$ cat src/hw/rtl/p1305_pkg.sv
// ----------------------------------------------------------------------------
// p1305_pkg : Poly1305 MAC shared definitions
// Limb widths, key clamp masks, config register indexes and the MAC
// unit control struct.
// ----------------------------------------------------------------------------
package p1305_pkg;

    localparam int NLIMBS    = 5;
    localparam int LIMB_W    = 26;  // radix 2^26 limb
    localparam int HLIMB_W   = 27;  // stored accumulator limb
    localparam int ALIMB_W   = 28;  // accumulator plus message limb
    localparam int COEF_W    = 29;  // r limb, or 5 * r limb
    localparam int PROD_W    = ALIMB_W + COEF_W;
    localparam int ACC_W     = 64;  // row sum
    localparam int CARRY_W   = ACC_W - LIMB_W;
    localparam int FOLD_W    = CARRY_W + 4;
    localparam int ROW_W     = 3;
    localparam int CNT_W     = 5;
    localparam int WORD_W    = 64;
    localparam int BLK_W     = 2 * WORD_W;
    localparam int NBYTES    = BLK_W / 8;
    localparam int CFG_IDX_W = 2;

    localparam logic [ROW_W-1:0]  LAST_LIMB = ROW_W'(NLIMBS - 1);
    localparam logic [ROW_W-1:0]  NLIMBS_C  = ROW_W'(NLIMBS);
    localparam logic [LIMB_W-1:0] LIMB_MASK = 26'h3ffffff;
    localparam logic [ALIMB_W-1:0] HIBIT    = ALIMB_W'(1) << 24;
    localparam logic [ALIMB_W-1:0] P_LOW    = ALIMB_W'(5);

    // clamp masks per limb of r
    localparam logic [LIMB_W-1:0] CLAMP_MASK [NLIMBS] = '{
        26'h3ffffff, 26'h3ffff03, 26'h3ffc0ff, 26'h3f03fff, 26'h00fffff
    };

    typedef enum logic [CFG_IDX_W-1:0] {
        CFG_R_LOW  = 2'd0,
        CFG_R_HIGH = 2'd1,
        CFG_S_LOW  = 2'd2,
        CFG_S_HIGH = 2'd3
    } t_cfg_idx;

    typedef struct packed {
        logic start;  // load carry-in plus first product
        logic en;     // add product to running sum
    } t_mac_ctl;

endpackage

$ cat src/hw/rtl/p1305_blk_if.sv
// ----------------------------------------------------------------------------
// p1305_blk_if : message block channel
// One item is a 16-byte block, its byte count and an end-of-message flag.
// ----------------------------------------------------------------------------
interface p1305_blk_if;
    import p1305_pkg::*;

    logic               valid;
    logic               ready;
    logic [WORD_W-1:0]  block_low;
    logic [WORD_W-1:0]  block_high;
    logic [CNT_W-1:0]   byte_count;
    logic               last;

    modport source (output valid, block_low, block_high, byte_count, last,
                    input ready);
    modport sink   (input valid, block_low, block_high, byte_count, last,
                    output ready);
endinterface

$ cat src/hw/rtl/p1305_tag_if.sv
// ----------------------------------------------------------------------------
// p1305_tag_if : tag channel
// One item is a 128-bit tag, little-endian in two halves.
// ----------------------------------------------------------------------------
interface p1305_tag_if;
    import p1305_pkg::*;

    logic               valid;
    logic               ready;
    logic [WORD_W-1:0]  tag_low;
    logic [WORD_W-1:0]  tag_high;

    modport source (output valid, tag_low, tag_high, input ready);
    modport sink   (input valid, tag_low, tag_high, output ready);
endinterface

$ cat src/hw/rtl/p1305_mac.sv
// ----------------------------------------------------------------------------
// p1305_mac : shared multiply-accumulate unit
// One 28x29 product per cycle, summed into a 64-bit row register.
// ----------------------------------------------------------------------------
module p1305_mac (
    input  logic                          i_clk,
    input  p1305_pkg::t_mac_ctl           i_ctl,
    input  logic [p1305_pkg::ALIMB_W-1:0] i_a,
    input  logic [p1305_pkg::COEF_W-1:0]  i_coef,
    input  logic [p1305_pkg::CARRY_W-1:0] i_init,
    output logic [p1305_pkg::ACC_W-1:0]   o_acc
);
    import p1305_pkg::*;

    logic [PROD_W-1:0] w_prod;
    logic [ACC_W-1:0]  r_acc;
    logic [ACC_W-1:0]  n_acc;

    assign w_prod = PROD_W'(i_a) * PROD_W'(i_coef);

    always_comb begin
        n_acc = r_acc;
        if (i_ctl.start) begin
            n_acc = ACC_W'(i_init) + ACC_W'(w_prod);
        end else if (i_ctl.en) begin
            n_acc = r_acc + ACC_W'(w_prod);
        end
    end

    always_ff @(posedge i_clk) begin
        r_acc <= n_acc;
    end

    assign o_acc = r_acc;

endmodule

$ cat src/hw/rtl/poly1305_mac_core.sv
// ----------------------------------------------------------------------------
// poly1305_mac_core : Poly1305 one-time MAC, one block per item
// Iterative core: a single multiply-accumulate unit under a sequencer.
// ----------------------------------------------------------------------------
// Use:
//   Write the key before the message: index 0/1 take r (clamped inside),
//   index 2/3 take s. Write the key only while the core is idle.
//   i_blk carries one 16-byte block per item with its byte count and a last
//   flag. A count of 16 or more is a full block; 1..15 is a padded final
//   block and always ends the message; 0 with last set only finalises, 0
//   with last clear is dropped.
//   o_tag carries one 128-bit tag per finished message.
// Timing:
//   The product (h + m) * r is built as 25 limb products on the one
//   multiplier, one per cycle, row carries taken at each row start, then a
//   fold step. Finalising adds three steps (carry, final reduce, pad add).
//   i_blk.ready is high only in idle.
// Reset and stall:
//   Reset clears the key, the accumulator and the tag valid flag.
//   The tag sits in an output register; the core accepts the next block while
//   it waits, and holds in the pad add step only if a second tag is due
//   before the first one is taken.
// ----------------------------------------------------------------------------
module poly1305_mac_core (
    input  logic                            i_clk,
    input  logic                            i_rst_n,
    input  logic                            i_cfg_we,
    input  logic [p1305_pkg::CFG_IDX_W-1:0] i_cfg_idx,
    input  logic [p1305_pkg::WORD_W-1:0]    i_cfg_data,
    p1305_blk_if.sink                       i_blk,
    p1305_tag_if.source                     o_tag
);
    import p1305_pkg::*;

    typedef enum logic [5:0] {
        S_IDLE = 6'b000001,
        S_MUL  = 6'b000010,
        S_FOLD = 6'b000100,
        S_FIN1 = 6'b001000,
        S_FIN2 = 6'b010000,
        S_FIN3 = 6'b100000
    } t_state;

    t_state r_state, n_state;

    // key registers
    logic [WORD_W-1:0] r_key_r_low, r_key_r_high, r_key_s_low, r_key_s_high;

    // accumulator limbs and (h + m) limbs
    logic [HLIMB_W-1:0] r_h [NLIMBS];
    logic [HLIMB_W-1:0] n_h [NLIMBS];
    logic [ALIMB_W-1:0] r_a [NLIMBS];
    logic [ALIMB_W-1:0] n_a [NLIMBS];

    logic [ROW_W-1:0] r_row, n_row, r_col, n_col;
    logic             r_fin, n_fin;

    logic              r_out_valid, n_out_valid;
    logic [WORD_W-1:0] r_tag_low, r_tag_high;

    // --- message padding and limb split ---
    logic [BLK_W-1:0]   w_blk, w_msg;
    logic [ALIMB_W-1:0] w_m [NLIMBS];
    logic               w_full;

    always_comb begin
        w_blk = {i_blk.block_high, i_blk.block_low};
        for (int b = 0; b < NBYTES; b++) begin
            if (i_blk.byte_count > CNT_W'(b)) begin
                w_msg[b*8 +: 8] = w_blk[b*8 +: 8];
            end else if (i_blk.byte_count == CNT_W'(b)) begin
                w_msg[b*8 +: 8] = 8'h01;   // pad byte after short data
            end else begin
                w_msg[b*8 +: 8] = 8'h00;
            end
        end
    end

    assign w_full = (i_blk.byte_count >= CNT_W'(NBYTES));

    always_comb begin
        for (int i = 0; i < NLIMBS - 1; i++) begin
            w_m[i] = ALIMB_W'(w_msg[i*LIMB_W +: LIMB_W]);
        end
        w_m[NLIMBS-1] = ALIMB_W'(w_msg[BLK_W-1:(NLIMBS-1)*LIMB_W])
                      + (w_full ? HIBIT : '0);
    end

    // --- clamped r limbs ---
    logic [BLK_W-1:0]  w_key;
    logic [LIMB_W-1:0] w_r [NLIMBS];

    assign w_key = {r_key_r_high, r_key_r_low};

    always_comb begin
        for (int i = 0; i < NLIMBS - 1; i++) begin
            w_r[i] = w_key[i*LIMB_W +: LIMB_W] & CLAMP_MASK[i];
        end
        w_r[NLIMBS-1] = LIMB_W'(w_key[BLK_W-1:(NLIMBS-1)*LIMB_W])
                      & CLAMP_MASK[NLIMBS-1];
    end

    // --- coefficient select: r[row-col], or 5*r wrapped past the top ---
    logic [ROW_W-1:0]  w_k;
    logic              w_wrap;
    logic [LIMB_W-1:0] w_rk;
    logic [COEF_W-1:0] w_coef;

    assign w_wrap = (r_col > r_row);
    assign w_k    = w_wrap ? (r_row + NLIMBS_C - r_col) : (r_row - r_col);
    assign w_rk   = w_r[w_k];
    assign w_coef = w_wrap ? ((COEF_W'(w_rk) << 2) + COEF_W'(w_rk)) : COEF_W'(w_rk);

    // --- shared MAC unit ---
    t_mac_ctl           w_mac_ctl;
    logic [CARRY_W-1:0] w_init;
    logic [ACC_W-1:0]   w_acc;
    logic [CARRY_W-1:0] w_carry;

    assign w_carry         = w_acc[ACC_W-1:LIMB_W];
    assign w_mac_ctl.start = (r_state == S_MUL) && (r_col == '0);
    assign w_mac_ctl.en    = (r_state == S_MUL);
    assign w_init          = (r_row == '0) ? '0 : w_carry;

    p1305_mac u_mac (
        .i_clk  (i_clk),
        .i_ctl  (w_mac_ctl),
        .i_a    (r_a[r_col]),
        .i_coef (w_coef),
        .i_init (w_init),
        .o_acc  (w_acc)
    );

    // --- fold of the top carry: h0 += 5*c ---
    logic [FOLD_W-1:0] w_fold;
    assign w_fold = FOLD_W'(r_h[0]) + (FOLD_W'(w_carry) << 2) + FOLD_W'(w_carry);

    // --- finalise step 1: carry pass ---
    logic [ALIMB_W-1:0] f1_0, f1_1, f1_2, f1_3, f1_4, f1_0b;
    always_comb begin
        f1_1  = ALIMB_W'(r_h[1][LIMB_W-1:0]);
        f1_2  = ALIMB_W'(r_h[2]) + (ALIMB_W'(r_h[1]) >> LIMB_W);
        f1_3  = ALIMB_W'(r_h[3]) + (f1_2 >> LIMB_W);
        f1_4  = ALIMB_W'(r_h[4]) + (f1_3 >> LIMB_W);
        f1_0  = ALIMB_W'(r_h[0]) + ((f1_4 >> LIMB_W) << 2) + (f1_4 >> LIMB_W);
        f1_0b = f1_1 + (f1_0 >> LIMB_W);
    end

    // --- finalise step 2: take h + 5 - 2^130 when not negative ---
    logic [ALIMB_W-1:0] g0, g1, g2, g3, g4;
    logic               w_take_g;
    always_comb begin
        g0 = ALIMB_W'(r_h[0]) + P_LOW;
        g1 = ALIMB_W'(r_h[1]) + (g0 >> LIMB_W);
        g2 = ALIMB_W'(r_h[2]) + (g1 >> LIMB_W);
        g3 = ALIMB_W'(r_h[3]) + (g2 >> LIMB_W);
        g4 = ALIMB_W'(r_h[4]) + (g3 >> LIMB_W);
    end
    assign w_take_g = (g4[ALIMB_W-1:LIMB_W] != '0);

    // --- finalise step 3: pack and add s ---
    logic [WORD_W-1:0] w_lo, w_hi;
    logic [WORD_W:0]   w_sum_lo;
    logic [WORD_W-1:0] w_sum_hi;
    logic              w_out_free;

    assign w_lo = WORD_W'(r_h[0]) | (WORD_W'(r_h[1]) << 26) | (WORD_W'(r_h[2]) << 52);
    assign w_hi = (WORD_W'(r_h[2]) >> 12) | (WORD_W'(r_h[3]) << 14)
                | (WORD_W'(r_h[4]) << 40);
    assign w_sum_lo = {1'b0, w_lo} + {1'b0, r_key_s_low};
    assign w_sum_hi = w_hi + r_key_s_high + WORD_W'(w_sum_lo[WORD_W]);
    assign w_out_free = !r_out_valid || o_tag.ready;

    // --- sequencer ---
    always_comb begin
        n_state     = r_state;
        n_h         = r_h;
        n_a         = r_a;
        n_row       = r_row;
        n_col       = r_col;
        n_fin       = r_fin;
        n_out_valid = r_out_valid && !o_tag.ready;

        case (r_state)
            S_IDLE: begin
                if (i_blk.valid) begin
                    if (i_blk.byte_count != '0) begin
                        for (int i = 0; i < NLIMBS; i++) begin
                            n_a[i] = ALIMB_W'(r_h[i]) + w_m[i];
                        end
                        n_row   = '0;
                        n_col   = '0;
                        n_fin   = !w_full || i_blk.last;
                        n_state = S_MUL;
                    end else if (i_blk.last) begin
                        n_state = S_FIN1;
                    end
                end
            end
            S_MUL: begin
                // previous row sum is complete at each row start
                if (r_col == '0 && r_row != '0) begin
                    n_h[r_row - ROW_W'(1)] = HLIMB_W'(w_acc[LIMB_W-1:0]);
                end
                if (r_col == LAST_LIMB) begin
                    n_col = '0;
                    if (r_row == LAST_LIMB) begin
                        n_state = S_FOLD;
                    end else begin
                        n_row = r_row + ROW_W'(1);
                    end
                end else begin
                    n_col = r_col + ROW_W'(1);
                end
            end
            S_FOLD: begin
                n_h[NLIMBS-1] = HLIMB_W'(w_acc[LIMB_W-1:0]);
                n_h[0]        = HLIMB_W'(w_fold[LIMB_W-1:0]);
                n_h[1]        = r_h[1] + HLIMB_W'(w_fold[FOLD_W-1:LIMB_W]);
                n_state       = r_fin ? S_FIN1 : S_IDLE;
            end
            S_FIN1: begin
                n_h[0]  = HLIMB_W'(f1_0[LIMB_W-1:0]);
                n_h[1]  = HLIMB_W'(f1_0b);
                n_h[2]  = HLIMB_W'(f1_2[LIMB_W-1:0]);
                n_h[3]  = HLIMB_W'(f1_3[LIMB_W-1:0]);
                n_h[4]  = HLIMB_W'(f1_4[LIMB_W-1:0]);
                n_state = S_FIN2;
            end
            S_FIN2: begin
                if (w_take_g) begin
                    n_h[0] = HLIMB_W'(g0[LIMB_W-1:0]);
                    n_h[1] = HLIMB_W'(g1[LIMB_W-1:0]);
                    n_h[2] = HLIMB_W'(g2[LIMB_W-1:0]);
                    n_h[3] = HLIMB_W'(g3[LIMB_W-1:0]);
                    n_h[4] = HLIMB_W'(g4[LIMB_W-1:0]);
                end
                n_state = S_FIN3;
            end
            S_FIN3: begin
                if (w_out_free) begin
                    n_out_valid = 1'b1;
                    for (int i = 0; i < NLIMBS; i++) begin
                        n_h[i] = '0;
                    end
                    n_state = S_IDLE;
                end
            end
            default: begin
                n_state = S_IDLE;
            end
        endcase
    end

    always_ff @(posedge i_clk) begin
        if (!i_rst_n) begin
            r_state      <= S_IDLE;
            r_row        <= '0;
            r_col        <= '0;
            r_fin        <= 1'b0;
            r_out_valid  <= 1'b0;
            r_key_r_low  <= '0;
            r_key_r_high <= '0;
            r_key_s_low  <= '0;
            r_key_s_high <= '0;
            for (int i = 0; i < NLIMBS; i++) begin
                r_h[i] <= '0;
            end
        end else begin
            r_state     <= n_state;
            r_row       <= n_row;
            r_col       <= n_col;
            r_fin       <= n_fin;
            r_out_valid <= n_out_valid;
            r_h         <= n_h;
            if (i_cfg_we) begin
                case (i_cfg_idx)
                    CFG_R_LOW:  r_key_r_low  <= i_cfg_data;
                    CFG_R_HIGH: r_key_r_high <= i_cfg_data;
                    CFG_S_LOW:  r_key_s_low  <= i_cfg_data;
                    CFG_S_HIGH: r_key_s_high <= i_cfg_data;
                    default: begin
                    end
                endcase
            end
        end
    end

    // operand and tag registers, no reset
    always_ff @(posedge i_clk) begin
        r_a <= n_a;
        if (r_state == S_FIN3 && w_out_free) begin
            r_tag_low  <= w_sum_lo[WORD_W-1:0];
            r_tag_high <= w_sum_hi;
        end
    end

    assign i_blk.ready    = (r_state == S_IDLE);
    assign o_tag.valid    = r_out_valid;
    assign o_tag.tag_low  = r_tag_low;
    assign o_tag.tag_high = r_tag_high;

    // --- checks ---
    a_tag_from_pad_add: assert property (@(posedge i_clk) disable iff (!i_rst_n)
        $rose(r_out_valid) |-> $past(r_state == S_FIN3))
        else $error("tag raised outside pad add step");

    a_stall_holds: assert property (@(posedge i_clk) disable iff (!i_rst_n)
        (r_state == S_FIN3 && r_out_valid && !o_tag.ready) |=> (r_state == S_FIN3))
        else $error("pad add step left while output full");

    a_mul_to_fold: assert property (@(posedge i_clk) disable iff (!i_rst_n)
        (r_state == S_MUL && r_row == LAST_LIMB && r_col == LAST_LIMB)
        |=> (r_state == S_FOLD))
        else $error("last limb product not followed by fold");

    a_counter_range: assert property (@(posedge i_clk) disable iff (!i_rst_n)
        (r_state == S_MUL) |-> (r_row <= LAST_LIMB && r_col <= LAST_LIMB))
        else $error("limb counter out of range");

endmodule
$ cat src/flat_wrapper.sv
// flat-port wrapper written by rule: the top's interface ports become plain ports
module poly1305_mac_core_flat import p1305_pkg::*;
  (i_clk, i_rst_n, i_cfg_we, i_cfg_idx, i_cfg_data, i_blk_valid, i_blk_block_low, i_blk_block_high, i_blk_byte_count, i_blk_last, i_blk_ready, o_tag_valid, o_tag_tag_low, o_tag_tag_high, o_tag_ready);
  p1305_blk_if i_blk_i ();
  p1305_tag_if o_tag_i ();
  input  logic i_clk;
  input  logic i_rst_n;
  input  logic i_cfg_we;
  input  logic [p1305_pkg::CFG_IDX_W-1:0] i_cfg_idx;
  input  logic [p1305_pkg::WORD_W-1:0] i_cfg_data;
  input wire logic [$bits(i_blk_i.valid)-1:0] i_blk_valid;
  input wire logic [$bits(i_blk_i.block_low)-1:0] i_blk_block_low;
  input wire logic [$bits(i_blk_i.block_high)-1:0] i_blk_block_high;
  input wire logic [$bits(i_blk_i.byte_count)-1:0] i_blk_byte_count;
  input wire logic [$bits(i_blk_i.last)-1:0] i_blk_last;
  output wire logic [$bits(i_blk_i.ready)-1:0] i_blk_ready;
  output wire logic [$bits(o_tag_i.valid)-1:0] o_tag_valid;
  output wire logic [$bits(o_tag_i.tag_low)-1:0] o_tag_tag_low;
  output wire logic [$bits(o_tag_i.tag_high)-1:0] o_tag_tag_high;
  input wire logic [$bits(o_tag_i.ready)-1:0] o_tag_ready;
  assign i_blk_i.valid = i_blk_valid;
  assign i_blk_i.block_low = i_blk_block_low;
  assign i_blk_i.block_high = i_blk_block_high;
  assign i_blk_i.byte_count = i_blk_byte_count;
  assign i_blk_i.last = i_blk_last;
  assign i_blk_ready = i_blk_i.ready;
  assign o_tag_valid = o_tag_i.valid;
  assign o_tag_tag_low = o_tag_i.tag_low;
  assign o_tag_tag_high = o_tag_i.tag_high;
  assign o_tag_i.ready = o_tag_ready;
  poly1305_mac_core u_core (.i_clk(i_clk), .i_rst_n(i_rst_n), .i_cfg_we(i_cfg_we), .i_cfg_idx(i_cfg_idx), .i_cfg_data(i_cfg_data), .i_blk(i_blk_i), .o_tag(o_tag_i));
endmodule
$ cat config.mk
export PLATFORM = sky130hd
export DESIGN_NAME = poly1305_mac_core_flat
export DESIGN_NICKNAME = d
export VERILOG_FILES = /design/src/hw/rtl/p1305_pkg.sv /design/src/hw/rtl/p1305_blk_if.sv /design/src/hw/rtl/p1305_tag_if.sv /design/src/hw/rtl/p1305_mac.sv /design/src/hw/rtl/poly1305_mac_core.sv /design/src/flat_wrapper.sv
export SDC_FILE = /design/constraint.sdc
export NUM_CORES = 2
export LEC_CHECK = 0
export ABC_CLOCK_PERIOD_IN_PS = 18700
export BUFFER_PORTS_ARGS = -buffer_cell sky130_fd_sc_hd__buf_2
export CORE_ASPECT_RATIO = 0.8
export CORE_MARGIN = 4
export CORE_UTILIZATION = 53
export CTS_CLUSTER_DIAMETER = 50
export DETAILED_ROUTE_END_ITERATION = 6
export PLACE_DENSITY = 0.7
export SKIP_CTS_REPAIR_TIMING = 1
export SLEW_MARGIN = 0
export SYNTH_ARGS = -nofsm -noshare
export SYNTH_HDL_FRONTEND = slang
export SYNTH_SLANG_ARGS = --single-unit
$ cat constraint.sdc
create_clock -name i_clk -period 18.7 [get_ports i_clk]
set_input_delay 2.805 -clock i_clk [delete_from_list [all_inputs] [get_ports i_clk]]
set_output_delay 2.805 -clock i_clk [all_outputs]
set_load 0.005 [all_outputs]
# After elaboration in Yosys (flattened, before gate mapping)
# Index checks and enable logic that the tools add are counted.
# word_totals
regBits	729
inputBits	205
out_inout_bits	130
word_cells	220
# op_classes
addsub	32
mul	1
order_cmp	22
eq_ne	35
muxes	70
bitwise	7
reduce_logical	31
# op_table
cell	count
$mux 135	3
$pmux 54 s5	1
$pmux 54 s4	1
$add 27x2->28	6
$bwmux 135	1
$pmux 27 s5	1
$mux 64	2
$mux 8	16
$or 64x64->64	2
$add 27x26->28	4
$bmux 28 s3	1
$demux 27 s3	1
$bmux 26 s3	1
$add 64x64->65	1
$add 64x1->64	1
$add 64x57->64	1
$add 64x64->64	1
$add 38x57->58	1
$mul 28x29->57	1
$mux 28	2
$or 27x53->53	1
$mux 26	2
$add 42x38->42	1
$add 27x40->41	1
other kinds (63)	145

# Depth between registers and ports, before layout
# logic_depth
depth_word	13
depth_mapped	69
ltp_nobuf	61

# Cells and area by module
# A second synthesis with hierarchy kept.
# hier_totals
cells_unflattened	10124
area_unflattened_um2	84439.7
# by_module_without_submodules
module	instances	cells_per_inst	area_each_um2	seq_area_each_um2
poly1305_mac_core	1	5972	49128.4	15715.1
p1305_mac	1	4152	35311.4	1921.8

# Least setup slack after synthesis
# No wires, ideal clock.
# synth_timing
kind	reg-to-reg
start	register u_core.r_col[1]
end	register u_core.u_mac.r_acc[58], in the netlist u_core.u_mac.o_acc[58], data pin
setup_time_ns	0.266
t_arrival_ns	14.639
required_time_ns	18.434
setup_slack_ns	3.795
path_stages_with_launch	64
path_buffers	9
synth_period_minus_slack_ns	14.905
path_cell_list	dfxtp_1 > clkbuf_1 > buf_1 > buf_1 > inv_1 > ha_1 > nor2b_1 > o21ai_0 > nor2b_1 > clkbuf_1 > xnor2_1 > buf_2 > buf_1 > nor2_1 > nand2_1 > o21a_1 > inv_1 > buf_1 > (+28 left out) > a31o_1 > or4_4 > a311oi_2 > o21ai_2 > xor2_1 > ha_1 > a21o_1 > a221o_1 > a21o_1 > a21o_1 > a21oi_1 > o211ai_1 > a21oi_1 > o31a_1 > o221ai_1 > nand2_1 > xor2_1 > nor2_1
# synth_via
elab_chain_cells	12
elab_cells_between_ends	20
classes_between	4 x add/sub; 1 x mul; 1 x order compare; 10 x mux; 2 x bitwise; 2 x reduce/logical
# synth_rtl
item	line_no	rtl
start: declaration	poly1305_mac_core.sv:55	logic [ROW_W-1:0] r_row, n_row, r_col, n_col;
start signal: assignment	poly1305_mac_core.sv:272	r_col <= n_col;
$sub 3x3->3 / $gt 3x3->1 (equally long branches)	poly1305_mac_core.sv:110, poly1305_mac_core.sv:109	
$mux 3	poly1305_mac_core.sv:110	assign w_k = w_wrap ? (r_row + NLIMBS_C - r_col) : (r_row - r_col);
$not 3->4 (implied by the code)	poly1305_mac_core.sv:111	assign w_rk = w_r[w_k];
$bmux 26 s3	poly1305_mac_core.sv:111	
$mux 26 (implied by the code) (2 in series)	poly1305_mac_core.sv:111	
$add 28x26->29	poly1305_mac_core.sv:112	assign w_coef = w_wrap ? ((COEF_W'(w_rk) << 2) + COEF_W'(w_rk)) : COEF_W'(w_rk);
$mux 29	poly1305_mac_core.sv:112	
$mul 28x29->57	p1305_mac.sv:19	assign w_prod = PROD_W'(i_a) * PROD_W'(i_coef);
$add 64x57->64	p1305_mac.sv:26	n_acc = r_acc + ACC_W'(w_prod);
$mux 64	p1305_mac.sv:25	end else if (i_ctl.en) begin
$mux 64 (*)	p1305_mac.sv:23	if (i_ctl.start) begin
end signal: assignment	p1305_mac.sv:31	r_acc <= n_acc;
end: declaration	p1305_mac.sv:16	logic [ACC_W-1:0] r_acc;
# Every way passes the cells marked *; elsewhere a longest branch is shown, timed or not. The select of a mux whose other input is x is not followed.
# A chain may end at the register's enable or synchronous reset.

# Worst setup path after layout
# layout_timing
start	register u_core.r_col[2]
end	register u_core.u_mac.r_acc[61], in the netlist u_core.u_mac.o_acc[61], data pin
# Same word-level chain as after synthesis.

==> impl_metrics.ini <==
[status]
outcome = complete, but fails checks
violations = DRC

[layout]
final_layout_size_suffix_gt1_share_pct = 8.191
area_delta_synth_final_pct = 8.755
nFillCells = 14073
layout_common_cells = nand2_1, nor2_1, inv_1
final_common_cell = nand2_1
multi_input_area_um2 = 60600
seq_area_um2 = 17640
nets = 11759

[setup_path]
cp-start-kind = register
r2r-start = u_core.r_col[2]
cp-end-kind = register
crit_path_max_fanout = 20
r2r_cells = 53
cp-startpoint = u_core.r_col[2]
arrival_ns = 17.54
crit_top_cell = fa_1
r2r_end = u_core.u_mac.o_acc[61]
crit_required_ns = 19.29
critPathMaxStageDelay_ns = 0.76
rrSetupSlack_ns = 1.75
criticalPathCategory = register to register
slowest_stage = o21a_1

[detailed_routing]
wire_per_inst_um = 28.30
vias = 78592
ant_nets = 0
drt_iter0_drc = 10901
routed_via_density = 6.373
dr.pass1.iters = 7
drcViolationCount = 20
wl_um = 349000

[min_path]
min_path_type = register to register
hold_depth = 2
hold-path-endpoint = u_core.r_key_r_low[52]
hp-start = u_core.r_key_r_low[52]

[sta]
rsz0062_at_grt = false
worstMarginPinSlew_ns = 1.405
skew_ns = 0.04949
drv_slew = 0
maxSlewHeadroom_pct = 6.364
period_share_pct = 90.65
hold_violations = 0
period_minus_slack_ns = 16.95
setup_viol = 0
final.setup.tns_ns = 0
clock.fmax_ghz = 0.05899
worst_hold_slack_ns = 0.4524

[synth]
async_reset_ff_share_pct = 0
synth.area.top_cells = fa_1, edfxtp_1, ha_1, dfxtp_1, nand2_1
netlist_instances = 10025
yosys_warnings = 0
synth_top_area_cell = fa_1
ys_types = 115
ys_seq_area_share_pct = 21.15
synth_top_area_share_pct = 17.35
synth_edf_count = 332
postSynthAreaPerCell_um2 = 8.320
ys_seq_elements = 715
syn-num-nets = 11654
syn-cell-area_um2 = 83400
synth_ff_type = dfxtp_1

[place]
gp_congestion = 1.047
io_buffers = 334
hpwl_um = 275200

[run]
drv_cap = 0

[clock_tree]
cts_buffers = 101
insertion_delay_ns = 0.76
cts_tree = yes
clkTransAtPathRegs_ns = 0.05
cts_htree_levels = 3
cts_sinks = 715
cts_buffer_depth = 3
clockRootBuffer = clkbuf_16

[floorplan]
die_y_um = 362.8
fp.coreArea_um2 = 155400
num_rows = 129
num_io_pins = 335
start_util_pct = 53.66
die_w_um = 451.5
die-area_um2 = 163800

[grt]
grt_pass1_wl_um = 504400
grtUsageTotal_pct = 41.69
grt_pass1_vias = 74012
overflow = 0
grt_max_degree = 114
antenna_found_initial = 28
-- through the flow --
stage | cell area (µm²) | std cells | setup WS, ns | util, %
after global routing | 90670 | 12316 | 1.096 | 58.33
final | 90710 | 12332 | 1.749 | 58.36
after detailed placement | 87140 | 12123 | 2.208 | 56.06
after CTS | 90660 | 12315 | 2.187 | 58.33
after global placement | 87140 | 12123 | 2.463 | 56.06
after floorplan | 83400 | 10025 | 3.795 | -
-- synthesized netlist by cell type (20+ instances only) --
cell type	n
nand2_1	1308
nor2_1	972
inv_1	955
fa_1	723
a21oi_1	710
ha_1	701
o21ai_0	436
clkbuf_1	420
dfxtp_1	383
xnor2_1	378
edfxtp_1	332
a21o_1	256
a21boi_0	214
xor2_1	180
nand3_1	174
nand2b_1	159
nor2b_1	144
and2_1	137
nor3_1	132
o21a_1	116
nand4_1	90
and3_1	84
a31oi_1	78
o21bai_1	59
a22oi_1	53
a211oi_1	46
a221oi_1	43
o22ai_1	42
o211ai_1	41
o31ai_1	40
or3_1	37
mux2i_1	33
nor4_1	29
o21ai_1	29
or2_2	26
a222oi_1	25
a31o_2	23
and4_1	21
buf_1	20
o211a_1	20
-- logic make-up after synthesis --
logic type	Yosys count	synth area share, %
other	1	0.004496
AOI/OAI and AO/OA	2451	19.09
xor gates and xnor gates	562	5.951
muxes	70	1.139
and+or+nand+nor	3380	18.32
DFF	715	21.15
buffers and inverters	1422	6.487
adders and majority gates	1424	27.87
-- worst max path at each step --
| stage | cells past startpoint | to | slack (ns) |
|---|---|---|---|
| 3_3_place_gp | 53 | u_core.u_mac.o_acc[61] | 2.46 |
| 5_1_grt | 56 | u_core.u_mac.o_acc[61] | 1.10 |
| 2_1_floorplan | 63 | u_core.u_mac.o_acc[58] | 3.79 |
| 6_report | 53 | u_core.u_mac.o_acc[61] | 1.75 |
| 3_5_place_dp | 53 | u_core.u_mac.o_acc[61] | 2.21 |
| 4_1_cts | 53 | u_core.u_mac.o_acc[61] | 2.19 |
-- layout make-up --
class	instances	area share [%]
sequential	715	19.45
clock buffer	116	2.941
timing repair buffer	466	2.942
multi-input combinational	7888	66.81
tap	2096	2.891
clock inverter	76	0.9477
inverter	958	3.973
antenna	17	0.04690
-- routing by layer --
metal | vias up | track usage (%) | routed length [µm]
li1 | 34503 | - | -
met1 | 38230 | 59.54 | 145100
met3 | 824 | 15.08 | 51160
met5 | - | 0 | 85
met2 | 5023 | 55.78 | 133700
met4 | 12 | 19.05 | 19000
-- worst max-delay path: cells and delay by family, from the launching register on --
| family | cells | cell delay (ns) |
|---|---|---|
| xor gates and xnor gates | 2 | 0.41 |
| and+or+nand+nor | 9 | 2.65 |
| AOI/OAI and AO/OA | 22 | 6.00 |
| DFF | 1 | 0.31 |
| buffers and inverters | 7 | 1.21 |
| adders and majority gates | 11 | 5.45 |
| muxes | 2 | 0.75 |
Power is left out: the tool's default activity adds up to more than one toggle a clock period on the data nets, which glitch-free logic cannot reach.
